===== src/rtl/core/rsd_pkg.sv =====
package rsd_pkg;

   // Span kinds carried on the result channel.
   localparam logic [1:0] KIND_PIXEL     = 2'd0;
   localparam logic [1:0] KIND_TRANSFORM = 2'd1;
   localparam logic [1:0] KIND_END       = 2'd2;

   // Opcode values and ranges of the coded stream.
   localparam logic [7:0] OP_END_ROW     = 8'h00;
   localparam logic [7:0] OP_LIT_FIRST   = 8'h01;
   localparam logic [7:0] OP_LIT_LAST    = 8'h7F;
   localparam logic [7:0] OP_END_SPRITE  = 8'h80;
   localparam logic [7:0] OP_SKIP_FIRST  = 8'h81;
   localparam logic [7:0] OP_SKIP_LAST   = 8'hBF;
   localparam logic [7:0] OP_TRANSFORM   = 8'hC0;
   localparam logic [7:0] OP_RUN_COUNTED = 8'hC1;
   localparam logic [7:0] SKIP_BASE      = 8'h80;
   localparam logic [7:0] RUN_BASE       = 8'hC0;

   // Transform value byte decoding.
   localparam int         XF_ENABLE_BIT  = 6;
   localparam logic [4:0] XF_TYPE_OFFSET = 5'd2;
   localparam logic [4:0] XF_TYPE_MAX    = 5'd15;

   // Configuration register indexes.
   localparam logic REG_WIDTH  = 1'b0;
   localparam logic REG_HEIGHT = 1'b1;

   localparam logic [15:0] RESET_WIDTH  = 16'd64;
   localparam logic [15:0] RESET_HEIGHT = 16'd64;

   // Span command queue between parser and clipper.
   localparam int QUEUE_DEPTH    = 2;
   localparam int QUEUE_PTR_BITS = 1;

   typedef struct packed {
      logic [1:0]  kind;
      logic [15:0] row;
      logic [15:0] column;
      logic [7:0]  length;
      logic [7:0]  pixel;
      logic [3:0]  xf;
   } span_cmd_type;

   typedef struct packed {
      logic push;
      logic finished;
   } front_status_type;

   typedef struct packed {
      logic full;
      logic empty;
   } queue_status_type;

endpackage


===== src/rtl/core/rsd_front.sv =====
module rsd_front #(
   parameter int COORD_BITS = 16
) (
   input  logic                      clock,
   input  logic                      reset,
   input  logic                      req_valid,
   output logic                      req_stall,
   input  logic [7:0]                req_code_byte,
   input  logic                      req_last_byte,
   input  rsd_pkg::queue_status_type qstat,
   output rsd_pkg::span_cmd_type     push_cmd,
   output rsd_pkg::front_status_type fstat
);

   typedef enum logic [2:0] {
      PH_OPCODE,
      PH_LITERAL,
      PH_RUNPIX,
      PH_RUNCOUNT,
      PH_XFVALUE,
      PH_XFCOUNT
   } phase_type;

   localparam logic [COORD_BITS-1:0] COORD_MAX = '1;

   phase_type             phase_ff, phase_in;
   logic [6:0]            lit_ff, lit_in;
   logic [7:0]            run_ff, run_in;
   logic [7:0]            xfb_ff, xfb_in;
   logic [COORD_BITS-1:0] col_ff, col_in;
   logic [COORD_BITS-1:0] row_ff, row_in;
   logic                  fin_ff, fin_in;

   logic                  take;
   logic [7:0]            adv;
   logic [COORD_BITS:0]   col_sum;
   logic [COORD_BITS-1:0] col_sat;
   logic [COORD_BITS-1:0] row_sat;
   logic [7:0]            xf_v;
   logic [7:0]            xf_c;
   logic [4:0]            xf_type;
   logic                  xf_ok;
   logic                  emit;
   rsd_pkg::span_cmd_type cmd;

   assign req_stall = qstat.full;
   assign take      = req_valid && !req_stall;

   // Column advance of the current byte, shared by every span and skip.
   always_comb begin
      adv = 8'd0;
      case (phase_ff)
         PH_LITERAL: adv = 8'd1;
         PH_RUNPIX:  adv = run_ff;
         PH_XFVALUE: adv = {6'd0, req_code_byte[1:0]};
         PH_XFCOUNT: adv = req_code_byte;
         PH_OPCODE: begin
            if (req_code_byte inside {[rsd_pkg::OP_SKIP_FIRST:rsd_pkg::OP_SKIP_LAST]}) begin
               adv = req_code_byte - rsd_pkg::SKIP_BASE;
            end
         end
         default: adv = 8'd0;
      endcase
   end

   assign col_sum = {1'b0, col_ff} + (COORD_BITS+1)'(adv);
   assign col_sat = col_sum[COORD_BITS] ? COORD_MAX : col_sum[COORD_BITS-1:0];
   assign row_sat = (row_ff == COORD_MAX) ? COORD_MAX : row_ff + 1'b1;

   assign xf_v    = (phase_ff == PH_XFVALUE) ? req_code_byte : xfb_ff;
   assign xf_c    = (phase_ff == PH_XFVALUE) ? {6'd0, req_code_byte[1:0]} : req_code_byte;
   assign xf_type = {1'b0, xf_v[5:2]} + rsd_pkg::XF_TYPE_OFFSET;
   assign xf_ok   = xf_v[rsd_pkg::XF_ENABLE_BIT] && (xf_type <= rsd_pkg::XF_TYPE_MAX);

   always_comb begin
      phase_in = phase_ff;
      lit_in   = lit_ff;
      run_in   = run_ff;
      xfb_in   = xfb_ff;
      col_in   = col_ff;
      row_in   = row_ff;
      fin_in   = fin_ff;
      emit     = 1'b0;
      cmd.kind   = rsd_pkg::KIND_PIXEL;
      cmd.row    = 16'(row_ff);
      cmd.column = 16'(col_ff);
      cmd.length = 8'd0;
      cmd.pixel  = 8'd0;
      cmd.xf     = 4'd0;

      if (take && !fin_ff) begin
         case (phase_ff)
            PH_LITERAL: begin
               emit       = 1'b1;
               cmd.length = 8'd1;
               cmd.pixel  = req_code_byte;
               col_in     = col_sat;
               lit_in     = lit_ff - 7'd1;
               if (lit_ff == 7'd1) begin
                  phase_in = PH_OPCODE;
               end
            end
            PH_RUNPIX: begin
               phase_in = PH_OPCODE;
               col_in   = col_sat;
               if (run_ff != 8'd0) begin
                  emit       = 1'b1;
                  cmd.length = run_ff;
                  cmd.pixel  = req_code_byte;
               end
            end
            PH_RUNCOUNT: begin
               run_in   = req_code_byte;
               phase_in = PH_RUNPIX;
            end
            PH_XFVALUE, PH_XFCOUNT: begin
               if (phase_ff == PH_XFVALUE) begin
                  xfb_in = req_code_byte;
               end
               if (phase_ff == PH_XFVALUE && req_code_byte[1:0] == 2'd0) begin
                  phase_in = PH_XFCOUNT;
               end else begin
                  phase_in = PH_OPCODE;
                  col_in   = col_sat;
                  if (xf_ok && xf_c != 8'd0) begin
                     emit       = 1'b1;
                     cmd.kind   = rsd_pkg::KIND_TRANSFORM;
                     cmd.length = xf_c;
                     cmd.xf     = xf_type[3:0];
                  end
               end
            end
            default: begin
               phase_in = PH_OPCODE;
               case (req_code_byte) inside
                  rsd_pkg::OP_END_ROW: begin
                     row_in = row_sat;
                     col_in = '0;
                  end
                  [rsd_pkg::OP_LIT_FIRST:rsd_pkg::OP_LIT_LAST]: begin
                     lit_in   = req_code_byte[6:0];
                     phase_in = PH_LITERAL;
                  end
                  rsd_pkg::OP_END_SPRITE: begin
                     fin_in   = 1'b1;
                     emit     = 1'b1;
                     cmd.kind = rsd_pkg::KIND_END;
                  end
                  [rsd_pkg::OP_SKIP_FIRST:rsd_pkg::OP_SKIP_LAST]: begin
                     col_in = col_sat;
                  end
                  rsd_pkg::OP_TRANSFORM: begin
                     phase_in = PH_XFVALUE;
                  end
                  rsd_pkg::OP_RUN_COUNTED: begin
                     phase_in = PH_RUNCOUNT;
                  end
                  default: begin
                     run_in   = req_code_byte - rsd_pkg::RUN_BASE;
                     phase_in = PH_RUNPIX;
                  end
               endcase
            end
         endcase

         // The final byte closes the sprite; a pending operation is dropped.
         if (req_last_byte) begin
            fin_in   = 1'b1;
            phase_in = PH_OPCODE;
            if (!emit) begin
               emit       = 1'b1;
               cmd.kind   = rsd_pkg::KIND_END;
               cmd.row    = 16'(row_in);
               cmd.column = 16'(col_in);
            end
         end
      end
   end

   always_ff @(posedge clock) begin
      if (reset) begin
         phase_ff <= PH_OPCODE;
         lit_ff   <= '0;
         run_ff   <= '0;
         xfb_ff   <= '0;
         col_ff   <= '0;
         row_ff   <= '0;
         fin_ff   <= 1'b0;
      end else begin
         phase_ff <= phase_in;
         lit_ff   <= lit_in;
         run_ff   <= run_in;
         xfb_ff   <= xfb_in;
         col_ff   <= col_in;
         row_ff   <= row_in;
         fin_ff   <= fin_in;
      end
   end

   assign push_cmd       = cmd;
   assign fstat.push     = emit;
   assign fstat.finished = fin_ff;

endmodule


===== src/rtl/core/rsd_queue.sv =====
module rsd_queue (
   input  logic                      clock,
   input  logic                      reset,
   input  logic                      push,
   input  rsd_pkg::span_cmd_type     push_cmd,
   input  logic                      pop,
   output rsd_pkg::span_cmd_type     head_cmd,
   output rsd_pkg::queue_status_type qstat
);

   localparam int CNT_BITS = rsd_pkg::QUEUE_PTR_BITS + 1;

   rsd_pkg::span_cmd_type entry_ff [rsd_pkg::QUEUE_DEPTH];
   logic [rsd_pkg::QUEUE_PTR_BITS-1:0] wr_ptr_ff, rd_ptr_ff;
   logic [CNT_BITS-1:0]                count_ff, count_in;

   always_comb begin
      count_in = count_ff;
      if (push && !pop) begin
         count_in = count_ff + 1'b1;
      end else if (pop && !push) begin
         count_in = count_ff - 1'b1;
      end
   end

   always_ff @(posedge clock) begin
      if (reset) begin
         wr_ptr_ff <= '0;
         rd_ptr_ff <= '0;
         count_ff  <= '0;
      end else begin
         if (push) begin
            wr_ptr_ff <= wr_ptr_ff + 1'b1;
         end
         if (pop) begin
            rd_ptr_ff <= rd_ptr_ff + 1'b1;
         end
         count_ff <= count_in;
      end
   end

   always_ff @(posedge clock) begin
      if (push) begin
         entry_ff[wr_ptr_ff] <= push_cmd;
      end
   end

   assign head_cmd    = entry_ff[rd_ptr_ff];
   assign qstat.full  = (count_ff == CNT_BITS'(rsd_pkg::QUEUE_DEPTH));
   assign qstat.empty = (count_ff == '0);

endmodule


===== src/rtl/core/rsd_back.sv =====
module rsd_back (
   input  logic                      clock,
   input  logic                      reset,
   input  rsd_pkg::span_cmd_type     head_cmd,
   input  rsd_pkg::queue_status_type qstat,
   output logic                      pop,
   input  logic [15:0]               sprite_width,
   input  logic [15:0]               sprite_height,
   output logic                      rsp_valid,
   input  logic                      rsp_stall,
   output logic [1:0]                rsp_span_kind,
   output logic [15:0]               rsp_row,
   output logic [15:0]               rsp_column_start,
   output logic [7:0]                rsp_span_length,
   output logic [7:0]                rsp_pixel_value,
   output logic [3:0]                rsp_transform_code,
   output logic                      rsp_clipped
);

   logic        valid_ff;
   logic [1:0]  kind_ff;
   logic [15:0] row_ff, col_ff;
   logic [7:0]  len_ff, pix_ff;
   logic [3:0]  xf_ff;
   logic        clip_ff;

   logic        inside_area;
   logic [15:0] room;
   logic [7:0]  vis;

   assign pop = !qstat.empty && (!valid_ff || !rsp_stall);

   // Clip the span to the configured area.
   assign inside_area = (head_cmd.row < sprite_height) && (head_cmd.column < sprite_width);
   assign room        = sprite_width - head_cmd.column;

   always_comb begin
      vis = 8'd0;
      if (inside_area) begin
         vis = ({8'd0, head_cmd.length} < room) ? head_cmd.length : room[7:0];
      end
   end

   always_ff @(posedge clock) begin
      if (reset) begin
         valid_ff <= 1'b0;
      end else if (pop) begin
         valid_ff <= 1'b1;
      end else if (!rsp_stall) begin
         valid_ff <= 1'b0;
      end
   end

   always_ff @(posedge clock) begin
      if (pop) begin
         kind_ff <= head_cmd.kind;
         row_ff  <= head_cmd.row;
         col_ff  <= head_cmd.column;
         len_ff  <= vis;
         pix_ff  <= head_cmd.pixel;
         xf_ff   <= head_cmd.xf;
         clip_ff <= (vis < head_cmd.length);
      end
   end

   assign rsp_valid          = valid_ff;
   assign rsp_span_kind      = kind_ff;
   assign rsp_row            = row_ff;
   assign rsp_column_start   = col_ff;
   assign rsp_span_length    = len_ff;
   assign rsp_pixel_value    = pix_ff;
   assign rsp_transform_code = xf_ff;
   assign rsp_clipped        = clip_ff;

endmodule


===== src/rtl/core/rle_sprite_span_decoder.sv =====
// Path: the parser writes the span command of an accepted word into the span queue, and
// the clipper moves it from there into the result register that drives the result port.
// Throughput: one word per cycle while req_stall is low.
// A stalled result holds the queue; req_stall rises once both queue entries are taken.
// Reset is synchronous and active high: the parser returns to the opcode phase at row 0,
// column 0, the queue and output register empty, and both size registers return to 64.
module rle_sprite_span_decoder #(
   parameter int COORD_BITS = 16
) (
   input  logic        clock,
   input  logic        reset,

   input  logic        req_valid,
   output logic        req_stall,
   input  logic [7:0]  req_code_byte,
   input  logic        req_last_byte,

   output logic        rsp_valid,
   input  logic        rsp_stall,
   output logic [1:0]  rsp_span_kind,
   output logic [15:0] rsp_row,
   output logic [15:0] rsp_column_start,
   output logic [7:0]  rsp_span_length,
   output logic [7:0]  rsp_pixel_value,
   output logic [3:0]  rsp_transform_code,
   output logic        rsp_clipped,

   input  logic        csr_psel,
   input  logic        csr_penable,
   input  logic        csr_pwrite,
   input  logic [2:0]  csr_paddr,
   input  logic [31:0] csr_pwdata,
   output logic [31:0] csr_prdata,
   output logic        csr_pready
);

   // Sprite size registers. Width sits at byte address 0, height at 4.
   logic [15:0] width_ff;
   logic [15:0] height_ff;
   logic        csr_write;

   assign csr_pready = 1'b1;
   assign csr_write  = csr_psel && csr_penable && csr_pwrite && csr_pready;

   always_ff @(posedge clock) begin
      if (reset) begin
         width_ff  <= rsd_pkg::RESET_WIDTH;
         height_ff <= rsd_pkg::RESET_HEIGHT;
      end else if (csr_write) begin
         if (csr_paddr[2] == rsd_pkg::REG_WIDTH) begin
            width_ff <= csr_pwdata[15:0];
         end else begin
            height_ff <= csr_pwdata[15:0];
         end
      end
   end

   assign csr_prdata = (csr_paddr[2] == rsd_pkg::REG_HEIGHT) ? {16'd0, height_ff}
                                                             : {16'd0, width_ff};

   // The parser consumes one word per cycle while the queue has room, tracks row
   // and column, and turns each word into at most one span command. Commands wait
   // in a short queue so the parser keeps running while the result side is stalled.
   rsd_pkg::span_cmd_type     push_cmd;
   rsd_pkg::span_cmd_type     head_cmd;
   rsd_pkg::front_status_type fstat;
   rsd_pkg::queue_status_type qstat;
   logic                      pop;

   rsd_front #(
      .COORD_BITS (COORD_BITS)
   ) u_front (
      .clock         (clock),
      .reset         (reset),
      .req_valid     (req_valid),
      .req_stall     (req_stall),
      .req_code_byte (req_code_byte),
      .req_last_byte (req_last_byte),
      .qstat         (qstat),
      .push_cmd      (push_cmd),
      .fstat         (fstat)
   );

   rsd_queue u_queue (
      .clock    (clock),
      .reset    (reset),
      .push     (fstat.push),
      .push_cmd (push_cmd),
      .pop      (pop),
      .head_cmd (head_cmd),
      .qstat    (qstat)
   );

   // The clipper cuts each span to the configured area and registers the
   // result word. A span starting outside the area leaves with length zero and,
   // unless it is an end record, with the clipped flag set.
   rsd_back u_back (
      .clock              (clock),
      .reset              (reset),
      .head_cmd           (head_cmd),
      .qstat              (qstat),
      .pop                (pop),
      .sprite_width       (width_ff),
      .sprite_height      (height_ff),
      .rsp_valid          (rsp_valid),
      .rsp_stall          (rsp_stall),
      .rsp_span_kind      (rsp_span_kind),
      .rsp_row            (rsp_row),
      .rsp_column_start   (rsp_column_start),
      .rsp_span_length    (rsp_span_length),
      .rsp_pixel_value    (rsp_pixel_value),
      .rsp_transform_code (rsp_transform_code),
      .rsp_clipped        (rsp_clipped)
   );

   // The parser never writes a span into a full queue.
   a_no_overflow: assert property (@(posedge clock) disable iff (reset)
      fstat.push |-> !qstat.full)
      else $error("span queue overflow");

   // Once the sprite has ended, no further span is produced.
   a_quiet_after_end: assert property (@(posedge clock) disable iff (reset)
      fstat.finished |-> !fstat.push)
      else $error("span produced after end of sprite");

   // The end record carries only its position.
   a_end_record: assert property (@(posedge clock) disable iff (reset)
      (rsp_valid && rsp_span_kind == rsd_pkg::KIND_END) |->
         (rsp_span_length == 8'd0 && !rsp_clipped &&
          rsp_pixel_value == 8'd0 && rsp_transform_code == 4'd0))
      else $error("end record with span payload");

endmodule


===== config.mk =====
export PLATFORM = sky130hd
export DESIGN_NAME = rle_sprite_span_decoder
export DESIGN_NICKNAME = d
export VERILOG_FILES = /design/src/rtl/core/rsd_pkg.sv /design/src/rtl/core/rsd_front.sv /design/src/rtl/core/rsd_queue.sv /design/src/rtl/core/rsd_back.sv /design/src/rtl/core/rle_sprite_span_decoder.sv
export SDC_FILE = /design/constraint.sdc
export NUM_CORES = 1
export LEC_CHECK = 0
export BUFFER_PORTS_ARGS = -buffer_cell sky130_fd_sc_hd__buf_2
export CAP_MARGIN = 10
export CORE_ASPECT_RATIO = 2
export CORE_UTILIZATION = 25
export CTS_BUF_LIST = sky130_fd_sc_hd__clkbuf_4 sky130_fd_sc_hd__clkbuf_8
export DETAILED_ROUTE_END_ITERATION = 7
export SLEW_MARGIN = 10
export SYNTH_ARGS = -nofsm -noshare
export SYNTH_HDL_FRONTEND = slang
export SYNTH_SLANG_ARGS = --single-unit

===== constraint.sdc =====
create_clock -name clock -period 18.7 [get_ports clock]
set_input_delay 2.805 -clock clock [delete_from_list [all_inputs] [get_ports clock]]
set_output_delay 2.805 -clock clock [all_outputs]
set_load 0.01 [all_outputs]

==> results.md <==
- Largest net degree at the start of global routing: 84
- Register area share after synthesis: 49.2%
- Die span in x: 168 um
- Synth cell types: 74
- Clock power share: 31.5%
- Synth cell count leaders: 163 x edfxtp_1, 160 x nand2_1, 120 x a21oi_1
- Dominant cell type by area after synthesis: edfxtp_1
- CTS max path bufs: 3
- Crit path buf inv count: 2
- Detailed-placement wirelength estimate: 29000 um
- Power per cell area: 107 mW/mm^2
- CP Class: reg2reg
- Core Rows: 121
- Netlist Area Pre-Place: 0.0138 sq mm
- Initial Util: 25.3%
- Avg Cell Area, Syn: 10.1 sq um
- Final Critical Period: 7.34 ns
- First-pass GRT wire length: 59200 um
- Die area: 0.0561 sq mm
- Power Internal: 1.16 mW
- Root Driver: clkbuf_8
- Wire per inst: 18.0 um
- CP top delay family: compound AO/OA/AOI/OAI gates
- Vias in the first global route: 10600
- Fraction of layout cells with a size suffix above 1: 18.1%
- Async S/R FF share, synth: 0%
- Hold Crit Class: reg2reg
- Fin util: 28.9%
- Seq pwr share: 43.7%
- Routed wire length: 38700 um
- Fin. max-slew vios: 0
- CP startpoint kind: flop
- Routed via count: 10700
- Core ar.: 0.0545 sq mm
- Critical path capture point type: flop
- Htree depth: 2
- Iter 0 DRT Violations: 615
- Crit-path slowest cell: a2111oi_0
- Worst vdd ir: 0.0447 mV
- Final ANT Viol Nets: 0
- Final setup viols: 0
- Drt first pass iters: 5
- Critical path, cell by cell: buf_4 -> mux2i_1 -> ha_1 -> o211ai_1 -> a21o_1 -> a21oi_1 -> xnor2_1 -> ha_1 -> nor2_1 -> a2111oi_0 -> o21ai_0 -> nor4_1 -> and4_1 -> mux2i_1 -> ha_1 -> a211oi_1 -> o21ai_0 -> a221oi_1 -> inv_1 -> a31oi_1 -> a31o_2
- Hold Fails Final Rpt: 0
- DRC Markers: 0
- Post-CTS resize count: 0
- Sw frac: 31.0%
- Final worst path period share: 39.3%
- Total GRT Usage: 13.7%
- Clk sink count: 257
- Cts bufs inserted: 36
- Comb power frac: 24.8%
- Min-delay src: height_ff[9]$_SDFFE_PP0P_
- Clock Skews: 0.0281 ns
- RePlAce Congestion: 0.945
- Crit-path max cell delay: 1.02 ns
- Post-synth top area share: 35.5%
- Area grow syn2layout: 14.5%
- Unrepaired setup endpoints after global routing: no
- Max-slew headroom: 17.0%
- Cells after Synth: 1363
- Post-Route Setup TNS: 0 ns
- Max-Cap Viols: 0
- CTS Hold Bufs: 0
- Die height: 334 um
- Max Clk Rate: 0.136 GHz
- LEAKAGE: 5.89 nW
- Critical path arrival: 7.74 ns
- Status: complete, no violations
- Grt ovf: 0
- Initial antenna violation count: 3
- Net switching power: 0.522 mW
- Top_reg_cell synth: edfxtp_1
- Most frequent cell after synthesis: edfxtp_1
- Clock transition at the registers of the reported paths: 0.07 ns
- #FFs+latches synth: 257
- Worst-margin pin slew: 1.21 ns
- Final #Nets: 1566
- Crit path max fanout: 54
- Number of setup buffers added after CTS: 0
- Port bufs: 105
- Top post-synthesis cells by area: edfxtp_1 36%, dfxtp_1 14%, ha_1 5.7%, mux2_2 5.1%, a21oi_1 4.4%
- Post-synth EDFFs: 163
- Later-pin clock latency in the skew report: 0.56 ns
- Synth warn: 0
- Worst path required time: 19.10 ns
- Io pins: 141
- Vias per Instance: 4.95
- CTS tree: built
- CP dominant cell by count: ha_1
==> flip-flops by register name (all words and copies together), names as in the netlist, named ones only <==
name	count
u_back.rsp_span_kind	2
u_back.rsp_row	16
width_ff	16
u_front.row_ff	16
u_queue.wr_ptr_ff	1
u_queue.rd_ptr_ff	1
u_front.xfb_ff	5
height_ff	16
u_front.run_ff	8
u_front.lit_ff	7
u_front.fin_ff	1
u_queue.count_ff	2
u_back.rsp_pixel_value	8
u_queue.entry_ff	108
u_back.rsp_transform_code	4
u_back.rsp_span_length	8
u_front.phase_ff	3
u_back.rsp_column_start	16
u_back.rsp_valid	1
u_front.col_ff	16
u_back.rsp_clipped	1
==> area by class of cell <==
| type | count | area, sq um |
|---|---|---|
| sequential | 257 | 6780 |
| antenna | 1 | 2.50 |
| fill | 5643 | 38700 |
| multi-input combinational | 978 | 6440 |
| tap | 676 | 846 |
| clock inverter | 22 | 317 |
| timing repair buffer | 118 | 623 |
| clock buffer | 42 | 547 |
| inverter | 59 | 221 |
==> power by group through the flow <==
| stage | sequential [mW] | clock, mW | combinational [mW] |
|---|---|---|---|
| after global placement | 0.748 | 0 | 0.417 |
| after global routing | 0.744 | 0.563 | 0.462 |
| final | 0.736 | 0.531 | 0.419 |
| after floorplan | 0.769 | 0 | 0.251 |
| after detailed placement | 0.750 | 0 | 0.422 |
| after CTS | 0.738 | 0.547 | 0.424 |
==> layout by cell type (no fill, tap or decap), drive strengths merged, types with 11 or more instances in the layout <==
cell type / instances
nor2b: 12
clkbuf: 42
inv: 59
o21ai: 66
a22oi: 11
buf: 118
conb: 17
mux2: 62
a31oi: 11
nand3: 27
and2: 18
dfxtp: 94
nor2: 108
nand2: 161
a21oi: 120
a211oi: 23
nand2b: 26
mux2i: 40
xnor2: 11
a21o: 25
nor3: 22
ha: 63
nand4: 18
edfxtp: 163
==> path summary, 6_finish.rpt <==
kind / endpoint / slack, ns / cells past startpoint
max: u_back.rsp_clipped$_DFFE_PP_ / 11.36 / 21
min: height_ff[9]$_SDFFE_PP0P_ / 0.47 / 2
min reg2reg: height_ff[9]$_SDFFE_PP0P_ / 0.47 / 2
max reg2reg: u_back.rsp_clipped$_DFFE_PP_ / 11.36 / 21
==> cells by family (layout without fill, tap and decap cells) <==
| group | count (synthesis) | in the layout | share of synthesized area [%] |
|---|---|---|---|
| adders and majority gates | 65 | 65 | 6.01 |
| xor gates and xnor gates | 19 | 19 | 1.21 |
| muxes | 102 | 102 | 8.00 |
| buffers and inverters | 143 | 241 | 4.68 |
| other | 2 | 18 | 0.0545 |
| DFF | 257 | 257 | 49.2 |
| AOI/OAI and AO/OA | 337 | 337 | 15.9 |
| and+or+nand+nor | 438 | 438 | 15.0 |
==> per-stage QoR <==
stage / instances / worst slack [ns] / instance area (sq um) / hold WS, ns / power, mW
after floorplan: 1378 / 11.27 / 13800 / 0.436 / 1.02
after global placement: 2088 / 11.43 / 14900 / 0.443 / 1.16
after detailed placement: 2088 / 11.37 / 14900 / 0.462 / 1.17
after CTS: 2152 / 11.46 / 15800 / 0.472 / 1.71
after global routing: 2153 / 10.90 / 15800 / 0.492 / 1.77
final: 2153 / 11.36 / 15800 / 0.473 / 1.69
==> per-layer routing <==
layer	vias to the layer above	track usage [%]	wire [um]
li1	5112	-	-
met1	5075	12.7	13200
met2	340	26.4	21100
met3	119	1.93	1640
met4	4	10.5	2790
met5	-	0	19
==> tightest hold or removal path, cell delays in order (launching register included) <==
cell,delay [ns]
dfxtp_1,0.32
nand2_1,0.05
a21oi_1,0.05
Note: power is estimated with default switching activity, not from simulation.
